[config.mk]
export PLATFORM = sky130hd
export DESIGN_NAME = column_to_span_converter_unit_flat
export DESIGN_NICKNAME = d
export VERILOG_FILES = /design/src/rtl/c2s_pkg.sv /design/src/rtl/c2s_if.sv /design/src/rtl/column_to_span_converter_unit.sv /design/src/rtl/c2s_front.sv /design/src/rtl/c2s_queue.sv /design/src/rtl/c2s_back.sv /design/src/flat_wrapper.sv
export SDC_FILE = /design/constraint.sdc
export NUM_CORES = 1
export LEC_CHECK = 0
export BUFFER_PORTS_ARGS = -buffer_cell sky130_fd_sc_hd__buf_2
export CORE_ASPECT_RATIO = 0.6
export CORE_MARGIN = 1.5
export CORE_UTILIZATION = 30
export CTS_BUF_LIST = sky130_fd_sc_hd__clkbuf_8 sky130_fd_sc_hd__clkbuf_16
export CTS_CLUSTER_SIZE = 14
export DETAILED_ROUTE_END_ITERATION = 12
export GPL_ROUTABILITY_DRIVEN = 0
export SYNTH_ARGS = -nofsm -noshare
export SYNTH_HDL_FRONTEND = slang
export SYNTH_HIERARCHICAL = 1
export SYNTH_SLANG_ARGS = --single-unit
export TNS_END_PERCENT = 100
[constraint.sdc]
create_clock -name i_clk -period 3.6 [get_ports i_clk]
set_clock_uncertainty 0.2 [all_clocks]
set_input_delay 0.18 -clock i_clk [delete_from_list [all_inputs] [get_ports i_clk]]
set_output_delay 0.18 -clock i_clk [all_outputs]
set_load 0.01 [all_outputs]
[src/rtl/c2s_pkg.sv]
package c2s_pkg;

    localparam int COL_W = 10;
    localparam int ROW_W = 8;
    localparam int CTR_W = 10;

    typedef logic signed [CTR_W-1:0] t_ctr;

    typedef struct packed {
        logic [COL_W-1:0] column;
        logic [COL_W-1:0] span_end;
        logic [ROW_W-1:0] prev_top;
        logic [ROW_W-1:0] prev_bottom;
        logic [ROW_W-1:0] cur_top;
        logic [ROW_W-1:0] cur_bottom;
    } t_cmd;

endpackage

[src/rtl/c2s_if.sv]
interface c2s_col_if;
    import c2s_pkg::*;

    logic             valid;
    logic             ready;
    logic [COL_W-1:0] column;
    logic [ROW_W-1:0] prev_top;
    logic [ROW_W-1:0] prev_bottom;
    logic [ROW_W-1:0] cur_top;
    logic [ROW_W-1:0] cur_bottom;

    modport source (output valid, column, prev_top, prev_bottom, cur_top, cur_bottom,
                    input ready);
    modport sink (input valid, column, prev_top, prev_bottom, cur_top, cur_bottom,
                  output ready);
endinterface

interface c2s_span_if;
    import c2s_pkg::*;

    logic             valid;
    logic             ready;
    logic [ROW_W-1:0] span_row;
    logic [COL_W-1:0] span_start;
    logic [COL_W-1:0] span_end;
    logic             span_last;

    modport source (output valid, span_row, span_start, span_end, span_last,
                    input ready);
    modport sink (input valid, span_row, span_start, span_end, span_last,
                  output ready);
endinterface

[src/rtl/column_to_span_converter_unit.sv]
// Column to span converter.
// Input channel i_col takes one request per screen column: the column index and
// the covered row interval of the previous and of the current column (top
// greater than bottom marks an empty column). Output channel o_span returns one
// request per closed row: row, start column, end column (column minus one) and
// a last flag on the final span of that column. A column with no closed row
// returns nothing.
// A request passes an input register and a two-entry queue, then a sequencer
// that walks the changed rows one at a time against a start-column memory with
// one read and one write port. For each column the sequencer first reads the
// start column of each closed row from memory before emitting its span, then
// writes the column as the start of each newly opened row.
// Reset clears all control state and marks every start entry as zero at once.
// When the receiver stalls, the output register holds its span, the sequencer
// waits, and the queue and input register keep taking requests until full.
module column_to_span_converter_unit #(
    parameter int ROWS = 64
) (
    input  logic       i_clk,
    input  logic       i_rst_n,
    c2s_col_if.sink    i_col,
    c2s_span_if.source o_span
);
    import c2s_pkg::*;

    logic f_valid;
    logic f_ready;
    t_cmd f_cmd;
    logic q_valid;
    logic q_ready;
    t_cmd q_cmd;

    c2s_front #(.ROWS(ROWS)) u_front (
        .i_clk       (i_clk),
        .i_rst_n     (i_rst_n),
        .i_col       (i_col),
        .o_cmd_valid (f_valid),
        .i_cmd_ready (f_ready),
        .o_cmd       (f_cmd)
    );

    c2s_queue u_queue (
        .i_clk   (i_clk),
        .i_rst_n (i_rst_n),
        .i_valid (f_valid),
        .o_ready (f_ready),
        .i_cmd   (f_cmd),
        .o_valid (q_valid),
        .i_ready (q_ready),
        .o_cmd   (q_cmd)
    );

    c2s_back #(.ROWS(ROWS)) u_back (
        .i_clk       (i_clk),
        .i_rst_n     (i_rst_n),
        .i_cmd_valid (q_valid),
        .o_cmd_ready (q_ready),
        .i_cmd       (q_cmd),
        .o_span      (o_span)
    );

endmodule

[src/rtl/c2s_front.sv]
module c2s_front #(
    parameter int ROWS = 64
) (
    input  logic             i_clk,
    input  logic             i_rst_n,
    c2s_col_if.sink          i_col,
    output logic             o_cmd_valid,
    input  logic             i_cmd_ready,
    output c2s_pkg::t_cmd    o_cmd
);
    import c2s_pkg::*;

    localparam logic [ROW_W-1:0] LAST_ROW = ROW_W'(ROWS - 1);

    logic r_valid;
    t_cmd r_cmd;
    t_cmd n_cmd;
    logic accept;

    assign i_col.ready = !r_valid || i_cmd_ready;
    assign accept      = i_col.valid && i_col.ready;

    // clip both bottoms to the last stored row
    always_comb begin
        n_cmd.column      = i_col.column;
        n_cmd.span_end    = i_col.column - COL_W'(1);
        n_cmd.prev_top    = i_col.prev_top;
        n_cmd.prev_bottom = (i_col.prev_bottom > LAST_ROW) ? LAST_ROW : i_col.prev_bottom;
        n_cmd.cur_top     = i_col.cur_top;
        n_cmd.cur_bottom  = (i_col.cur_bottom > LAST_ROW) ? LAST_ROW : i_col.cur_bottom;
    end

    always_ff @(posedge i_clk) begin
        if (!i_rst_n) begin
            r_valid <= 1'b0;
        end else if (accept) begin
            r_valid <= 1'b1;
        end else if (i_cmd_ready) begin
            r_valid <= 1'b0;
        end
    end

    always_ff @(posedge i_clk) begin
        if (accept) begin
            r_cmd <= n_cmd;
        end
    end

    assign o_cmd_valid = r_valid;
    assign o_cmd       = r_cmd;

endmodule

[src/rtl/c2s_queue.sv]
module c2s_queue (
    input  logic          i_clk,
    input  logic          i_rst_n,
    input  logic          i_valid,
    output logic          o_ready,
    input  c2s_pkg::t_cmd i_cmd,
    output logic          o_valid,
    input  logic          i_ready,
    output c2s_pkg::t_cmd o_cmd
);
    import c2s_pkg::*;

    t_cmd       r_slot [2];
    logic       r_wp;
    logic       r_rp;
    logic [1:0] r_cnt;
    logic       push;
    logic       pop;

    assign o_ready = (r_cnt != 2'd2);
    assign o_valid = (r_cnt != 2'd0);
    assign push    = i_valid && o_ready;
    assign pop     = o_valid && i_ready;
    assign o_cmd   = r_slot[r_rp];

    always_ff @(posedge i_clk) begin
        if (!i_rst_n) begin
            r_wp  <= 1'b0;
            r_rp  <= 1'b0;
            r_cnt <= 2'd0;
        end else begin
            if (push) begin
                r_wp <= !r_wp;
            end
            if (pop) begin
                r_rp <= !r_rp;
            end
            case ({push, pop})
                2'b10:   r_cnt <= r_cnt + 2'd1;
                2'b01:   r_cnt <= r_cnt - 2'd1;
                default: r_cnt <= r_cnt;
            endcase
        end
    end

    always_ff @(posedge i_clk) begin
        if (push) begin
            r_slot[r_wp] <= i_cmd;
        end
    end

endmodule

[src/rtl/c2s_back.sv]
module c2s_back #(
    parameter int ROWS = 64
) (
    input  logic          i_clk,
    input  logic          i_rst_n,
    input  logic          i_cmd_valid,
    output logic          o_cmd_ready,
    input  c2s_pkg::t_cmd i_cmd,
    c2s_span_if.source    o_span
);
    import c2s_pkg::*;

    localparam int AW = (ROWS > 1) ? $clog2(ROWS) : 1;

    typedef enum logic [2:0] {
        ST_IDLE,
        ST_CT,
        ST_CB,
        ST_OUT,
        ST_OT,
        ST_OB
    } t_state;

    t_state           r_state;
    t_ctr             r_t1;
    t_ctr             r_b1;
    t_ctr             r_t2;
    t_ctr             r_b2;
    logic [COL_W-1:0] r_x;
    logic [COL_W-1:0] r_xm1;
    logic             r_top;
    logic [ROW_W-1:0] r_row;
    logic             r_more;
    logic             r_out_valid;
    logic [ROW_W-1:0] r_out_row;
    logic [COL_W-1:0] r_out_start;
    logic [COL_W-1:0] r_out_end;
    logic             r_out_last;

    logic [COL_W-1:0] r_mem [ROWS];
    logic [COL_W-1:0] r_rdata;
    logic             r_rvld;
    logic [ROWS-1:0]  r_vbits;

    t_ctr             t1n;
    t_ctr             b1n;
    logic             ct_go;
    logic             cb_go;
    logic             ot_go;
    logic             ob_go;
    logic             ct_more;
    logic             cb_more;
    logic             rd_en;
    logic [AW-1:0]    rd_addr;
    logic             wr_en;
    logic [AW-1:0]    wr_addr;
    logic             out_free;
    logic             out_load;

    assign t1n     = r_t1 + t_ctr'(1);
    assign b1n     = r_b1 - t_ctr'(1);
    assign ct_go   = (r_t1 < r_t2) && (r_t1 <= r_b1);
    assign cb_go   = (r_b1 > r_b2) && (r_b1 >= r_t1);
    assign ot_go   = (r_t2 < r_t1) && (r_t2 <= r_b2);
    assign ob_go   = (r_b2 > r_b1) && (r_b2 >= r_t2);
    assign ct_more = ((t1n < r_t2) && (t1n <= r_b1)) || ((r_b1 > r_b2) && (r_b1 >= t1n));
    assign cb_more = (b1n > r_b2) && (b1n >= r_t1);

    assign rd_en    = ((r_state == ST_CT) && ct_go) || ((r_state == ST_CB) && cb_go);
    assign rd_addr  = (r_state == ST_CT) ? r_t1[AW-1:0] : r_b1[AW-1:0];
    assign wr_en    = ((r_state == ST_OT) && ot_go) || ((r_state == ST_OB) && ob_go);
    assign wr_addr  = (r_state == ST_OT) ? r_t2[AW-1:0] : r_b2[AW-1:0];
    assign out_free = !r_out_valid || o_span.ready;
    assign out_load = (r_state == ST_OUT) && out_free;

    assign o_cmd_ready = (r_state == ST_IDLE);

    always_ff @(posedge i_clk) begin
        if (wr_en) begin
            r_mem[wr_addr] <= r_x;
        end
        if (rd_en) begin
            r_rdata <= r_mem[rd_addr];
        end
    end

    always_ff @(posedge i_clk) begin
        if (!i_rst_n) begin
            r_vbits <= '0;
            r_rvld  <= 1'b0;
        end else begin
            if (wr_en) begin
                r_vbits[wr_addr] <= 1'b1;
            end
            if (rd_en) begin
                r_rvld <= r_vbits[rd_addr];
            end
        end
    end

    always_ff @(posedge i_clk) begin
        if (!i_rst_n) begin
            r_state     <= ST_IDLE;
            r_out_valid <= 1'b0;
        end else begin
            if (out_load) begin
                r_out_valid <= 1'b1;
            end else if (o_span.ready) begin
                r_out_valid <= 1'b0;
            end
            case (r_state)
                ST_IDLE: begin
                    if (i_cmd_valid) begin
                        r_t1    <= $signed({2'b00, i_cmd.prev_top});
                        r_b1    <= $signed({2'b00, i_cmd.prev_bottom});
                        r_t2    <= $signed({2'b00, i_cmd.cur_top});
                        r_b2    <= $signed({2'b00, i_cmd.cur_bottom});
                        r_x     <= i_cmd.column;
                        r_xm1   <= i_cmd.span_end;
                        r_state <= ST_CT;
                    end
                end
                ST_CT: begin
                    if (ct_go) begin
                        r_row   <= r_t1[ROW_W-1:0];
                        r_more  <= ct_more;
                        r_top   <= 1'b1;
                        r_state <= ST_OUT;
                    end else begin
                        r_state <= ST_CB;
                    end
                end
                ST_CB: begin
                    if (cb_go) begin
                        r_row   <= r_b1[ROW_W-1:0];
                        r_more  <= cb_more;
                        r_top   <= 1'b0;
                        r_state <= ST_OUT;
                    end else begin
                        r_state <= ST_OT;
                    end
                end
                ST_OUT: begin
                    if (out_free) begin
                        r_out_row   <= r_row;
                        r_out_start <= r_rvld ? r_rdata : '0;
                        r_out_end   <= r_xm1;
                        r_out_last  <= !r_more;
                        if (r_top) begin
                            r_t1    <= t1n;
                            r_state <= ST_CT;
                        end else begin
                            r_b1    <= b1n;
                            r_state <= ST_CB;
                        end
                    end
                end
                ST_OT: begin
                    if (ot_go) begin
                        r_t2 <= r_t2 + t_ctr'(1);
                    end else begin
                        r_state <= ST_OB;
                    end
                end
                ST_OB: begin
                    if (ob_go) begin
                        r_b2 <= r_b2 - t_ctr'(1);
                    end else begin
                        r_state <= ST_IDLE;
                    end
                end
                default: begin
                    r_state <= ST_IDLE;
                end
            endcase
        end
    end

    assign o_span.valid      = r_out_valid;
    assign o_span.span_row   = r_out_row;
    assign o_span.span_start = r_out_start;
    assign o_span.span_end   = r_out_end;
    assign o_span.span_last  = r_out_last;

endmodule

[src/flat_wrapper.sv]
// flat-port wrapper written by rule: the top's interface ports become plain ports
module column_to_span_converter_unit_flat import c2s_pkg::*;
#(
    parameter int ROWS = 64
)
  (i_clk, i_rst_n, i_col_valid, i_col_column, i_col_prev_top, i_col_prev_bottom, i_col_cur_top, i_col_cur_bottom, i_col_ready, o_span_valid, o_span_span_row, o_span_span_start, o_span_span_end, o_span_span_last, o_span_ready);
  c2s_col_if i_col_i ();
  c2s_span_if o_span_i ();
  input  logic i_clk;
  input  logic i_rst_n;
  input wire logic [$bits(i_col_i.valid)-1:0] i_col_valid;
  input wire logic [$bits(i_col_i.column)-1:0] i_col_column;
  input wire logic [$bits(i_col_i.prev_top)-1:0] i_col_prev_top;
  input wire logic [$bits(i_col_i.prev_bottom)-1:0] i_col_prev_bottom;
  input wire logic [$bits(i_col_i.cur_top)-1:0] i_col_cur_top;
  input wire logic [$bits(i_col_i.cur_bottom)-1:0] i_col_cur_bottom;
  output wire logic [$bits(i_col_i.ready)-1:0] i_col_ready;
  output wire logic [$bits(o_span_i.valid)-1:0] o_span_valid;
  output wire logic [$bits(o_span_i.span_row)-1:0] o_span_span_row;
  output wire logic [$bits(o_span_i.span_start)-1:0] o_span_span_start;
  output wire logic [$bits(o_span_i.span_end)-1:0] o_span_span_end;
  output wire logic [$bits(o_span_i.span_last)-1:0] o_span_span_last;
  input wire logic [$bits(o_span_i.ready)-1:0] o_span_ready;
  assign i_col_i.valid = i_col_valid;
  assign i_col_i.column = i_col_column;
  assign i_col_i.prev_top = i_col_prev_top;
  assign i_col_i.prev_bottom = i_col_prev_bottom;
  assign i_col_i.cur_top = i_col_cur_top;
  assign i_col_i.cur_bottom = i_col_cur_bottom;
  assign i_col_ready = i_col_i.ready;
  assign o_span_valid = o_span_i.valid;
  assign o_span_span_row = o_span_i.span_row;
  assign o_span_span_start = o_span_i.span_start;
  assign o_span_span_end = o_span_i.span_end;
  assign o_span_span_last = o_span_i.span_last;
  assign o_span_i.ready = o_span_ready;
  column_to_span_converter_unit #(.ROWS(ROWS)) u_core (.i_clk(i_clk), .i_rst_n(i_rst_n), .i_col(i_col_i), .o_span(o_span_i));
endmodule
==> metrics.csv <==
metric,value,unit
Total GRT Usage,15.87,%
io pins,77,
placed cells,4401,
asr flop ratio synth,0,%
register bit count reported by yosys,980,
outcome,"finished, final reports clean",
overall power,31.30,mW
WS Path Type,flip-flop to flip-flop,
H-tree levels,3,
Die Area,136400,um2
Crit Path Max Fanout,11,
Critical Path Slowest Stage Cell,edfxtp_1,
largest buffer count on any clock path,3,
DR vias,23588,
# rows,103,
dpl ws,0.006209,ns
TritonCTS Buffers,87,
Min Hold Slack,0.05553,ns
Critical Path Source,u_core/u_back/r_t1[4],
CP startpoint kind,flip-flop,
WP data arrival,3.69,ns
Pwr per Cell Area,656.5,nW/um2
worst reg2reg path depth,12,
CP dominant cell by count,buf_4,
HPWL Detailed,70660,um
post-layout net count,2911,
CTS Sinks,980,
Mapped Cells,2454,
fin. max-slew vios,0,
Peak VDD IR,0.4138,mV
vias in the first global route,22454,
final period utilization,97.28,%
grt ovf,0,
share of layout cells above drive strength 1,23.42,%
Max-Cap Viols,0,
Fill cells,12454,
Max Freq,285.5,MHz
post-route cell area,47670,um2
Routed WL,109300,um
final hold vios,0,
Finished Layout Cells,4622,
drt pass-1 iters,5,
Die Span Y,286.7,um
FF-to-FF setup slack,0.1,ns
die width,475.8,um
worst-margin pin slew,0.9670,ns
Initial DRC Count,3117,
endpoints failing setup,0,
Synth Warn #,6,
post-route antenna net violation count,0,
biggest cell delay along the critical path,0.42,ns
Tmin final,3.502,ns
Setup crit end kind,flip-flop,
Layout area overhead,18.49,%
dpl cell area,44240,um2
DRC viols,0,
clock latency on the worst-skew pair,0.68,ns
Netlist Area Pre-Place,40240,um2
CP Data Required Time,3.79,ns
top area cells in the synthesized netlist,"edfxtp_1 (68%), mux4_2 (9.2%), dfxtp_1 (3.7%)",
core footprint,132400,um2
CTS Root Buffer Type,clkbuf_16,
Rel. slew slack,35.54,%
R2R Path Start,u_core/u_back/r_t1[4],
dominant cell type by area after synthesis,edfxtp_1,
CTS tree,yes,
CTS clock-pin slew for the worst setup and hold paths,0.06,ns
starting utilization of the core area,30.40,%
crit path capture,u_core/u_back/r_mem[17][7],
initial antenna violation count,2,
PnR worst setup slack,0.09795,ns
register area share after synthesis,71.27,%
worst r2r dst,u_core/u_back/r_mem[17][7],
dominant synthesized flop cell,edfxtp_1,
Synth cell types,64,
vias per cell,5.103,
"EDFF count, synth",905,
largest net degree at the start of global routing,65,
Yosys top cell area share,67.54,%
first-pass GRT wire length,158800,um
worst hold path type,input pin to flip-flop,
DR WL/cell,23.64,um
CP cell instances,"inv_1, ha_1, and4_1, and3_1, o21ai_0, o211ai_1, a21oi_1, a32o_1, nand2_2, buf_4, nor3_1, buf_4",
input/output buffers,76,
Avg Inst Size Synth,16.40,um2
unrepaired setup endpoints after global routing,no,
Leakage,16.02,nW
flip-flops by register name, summed over array words and instances, names as in the netlist, 2 cells and up, named ones only:
signal                           count
u_core/u_back/o_span.span_start     10
u_core/u_queue/r_cnt                 2
u_core/u_back/r_b1                  10
u_core/u_front/o_cmd                52
u_core/u_back/r_b2                  10
u_core/u_back/r_mem                640
u_core/u_back/r_x                   10
u_core/u_back/r_t2                  10
u_core/u_back/r_rdata               10
u_core/u_back/r_state                3
u_core/u_queue/r_slot              104
u_core/u_back/r_vbits               64
u_core/u_back/r_row                  8
u_core/u_back/r_t1                  10
u_core/u_back/r_xm1                 10
u_core/u_back/o_span.span_end       10
u_core/u_back/o_span.span_row        8
cell usage in the layout (no fill, tap or decap), drive strengths merged, types with 5 or more instances in the layout:
master,synthesis,routed
nand4,16,16
and3,30,30
edfxtp,905,905
a21oi,26,26
nand2b,13,13
a21o,13,13
clkinv,1,19
o21ai,44,44
a32oi,22,22
dfxtp,75,75
o21a,11,11
nor2,36,36
buf,52,297
dlygate4sd3,0,68
mux2i,10,10
nand2,350,350
nor4,6,6
and2,17,17
ha,86,86
xnor2,28,28
nor2b,7,7
nor3,76,76
bufinv,0,5
xor2,10,10
a31oi,27,27
nand3,76,76
o31ai,71,71
mux2,65,65
mux4,164,164
or3,15,15
a211oi,10,10
clkbuf,80,88
inv,63,96
synthesized netlist by cell type (4+ instances only):
library cell / count
ha_1: 86
mux2i_1: 10
o21a_1: 11
nor2b_1: 7
clkbuf_1: 80
xor2_1: 10
mux4_2: 164
a21oi_1: 26
o31ai_1: 71
a311oi_1: 4
and3_1: 30
buf_4: 7
nor2_1: 36
dfxtp_1: 75
nor4_1: 4
o21ai_0: 43
and4_1: 4
a31oi_1: 27
inv_1: 63
a32oi_1: 22
and2_1: 17
or3_1: 15
a211oi_1: 10
nand2b_1: 13
xnor2_1: 28
nand3_1: 76
nand4_1: 16
nor3_1: 76
nand2_1: 350
edfxtp_1: 905
mux2_2: 65
buf_2: 36
buf_1: 6
a21o_1: 13
critical path: cells and delay by family, from the launching register on:
| kind | cells | cell delay, ns |
|---|---|---|
| compound gates | 4 | 0.85 |
| fa+ha+maj | 1 | 0.29 |
| buf+inv | 3 | 0.69 |
| flops | 1 | 0.42 |
| simple gates | 4 | 0.75 |
where the power goes:
part           total (mW)  internal, mW  switching, mW
clock                9.01          4.80           4.21
sequential           13.7          13.4          0.306
combinational        8.62          3.29           5.34
total                31.3          21.4           9.85
kinds of logic after synthesis:
kind of cell / synth area share [%]
compound gates: 4.394
xor+xnor: 0.8272
other cells: 0.009320
fa+ha+maj: 2.674
mux: 11.25
flops: 71.27
buf+inv: 2.062
simple gates: 7.513
per-layer routing:
layer  up-vias  track usage, %  part of all wire (%)
li1      10226               -                     -
met4         2           3.331                   1.7
met3       126           5.064                    11
met2      1198           19.74                    38
met5         -               0                 0.013
met1     12036           25.94                    49
timing repair:
item,4_1_cts,5_1_grt
endpoints found under the setup margin,1,436
hold endpoints to repair,65,0
gates resized for setup,1,7
setup buffers,0,6
pin swaps,0,1
hold buffers,68,0
worst min path at each step:
stage	startpoint	end	slack (ns)	cells past startpoint
after global routing	i_col_prev_top[1]	u_core/u_front/o_cmd[25]	0.05	2
after global placement	i_col_cur_top[7]	u_core/u_front/o_cmd[15]	0.16	1
after CTS	i_col_prev_top[0]	u_core/u_front/o_cmd[24]	0.003	2
after detailed placement	i_col_prev_top[0]	u_core/u_front/o_cmd[24]	0.16	1
final	i_col_prev_top[0]	u_core/u_front/o_cmd[24]	0.06	2
after floorplan	i_col_cur_top[2]	u_core/u_front/o_cmd[10]	0.08	0
metrics by stage:
step                util (%)  TNS, ns
floorplan                  -   -12.99
global placement       33.43        0
detailed placement     33.43        0
CTS                    35.95        0
global route           36.02        0
finish                 36.02        0
final cells by class:
| class | instances | area, um2 | share of cell area, % |
|---|---|---|---|
| Clock inverter | 57 | 444.2 | 0.9317 |
| Antenna cell | 2 | 5.005 | 0.01050 |
| Clock buffer | 88 | 2202 | 4.619 |
| Timing Repair Buffer | 365 | 2990 | 6.272 |
| Multi-Input combinational cell | 1281 | 10880 | 22.82 |
| Inverter | 64 | 240.2 | 0.5039 |
| Sequential cell | 980 | 28680 | 60.16 |
| Tap cell | 1785 | 2233 | 4.685 |
Power figures use the tool's default switching activity.
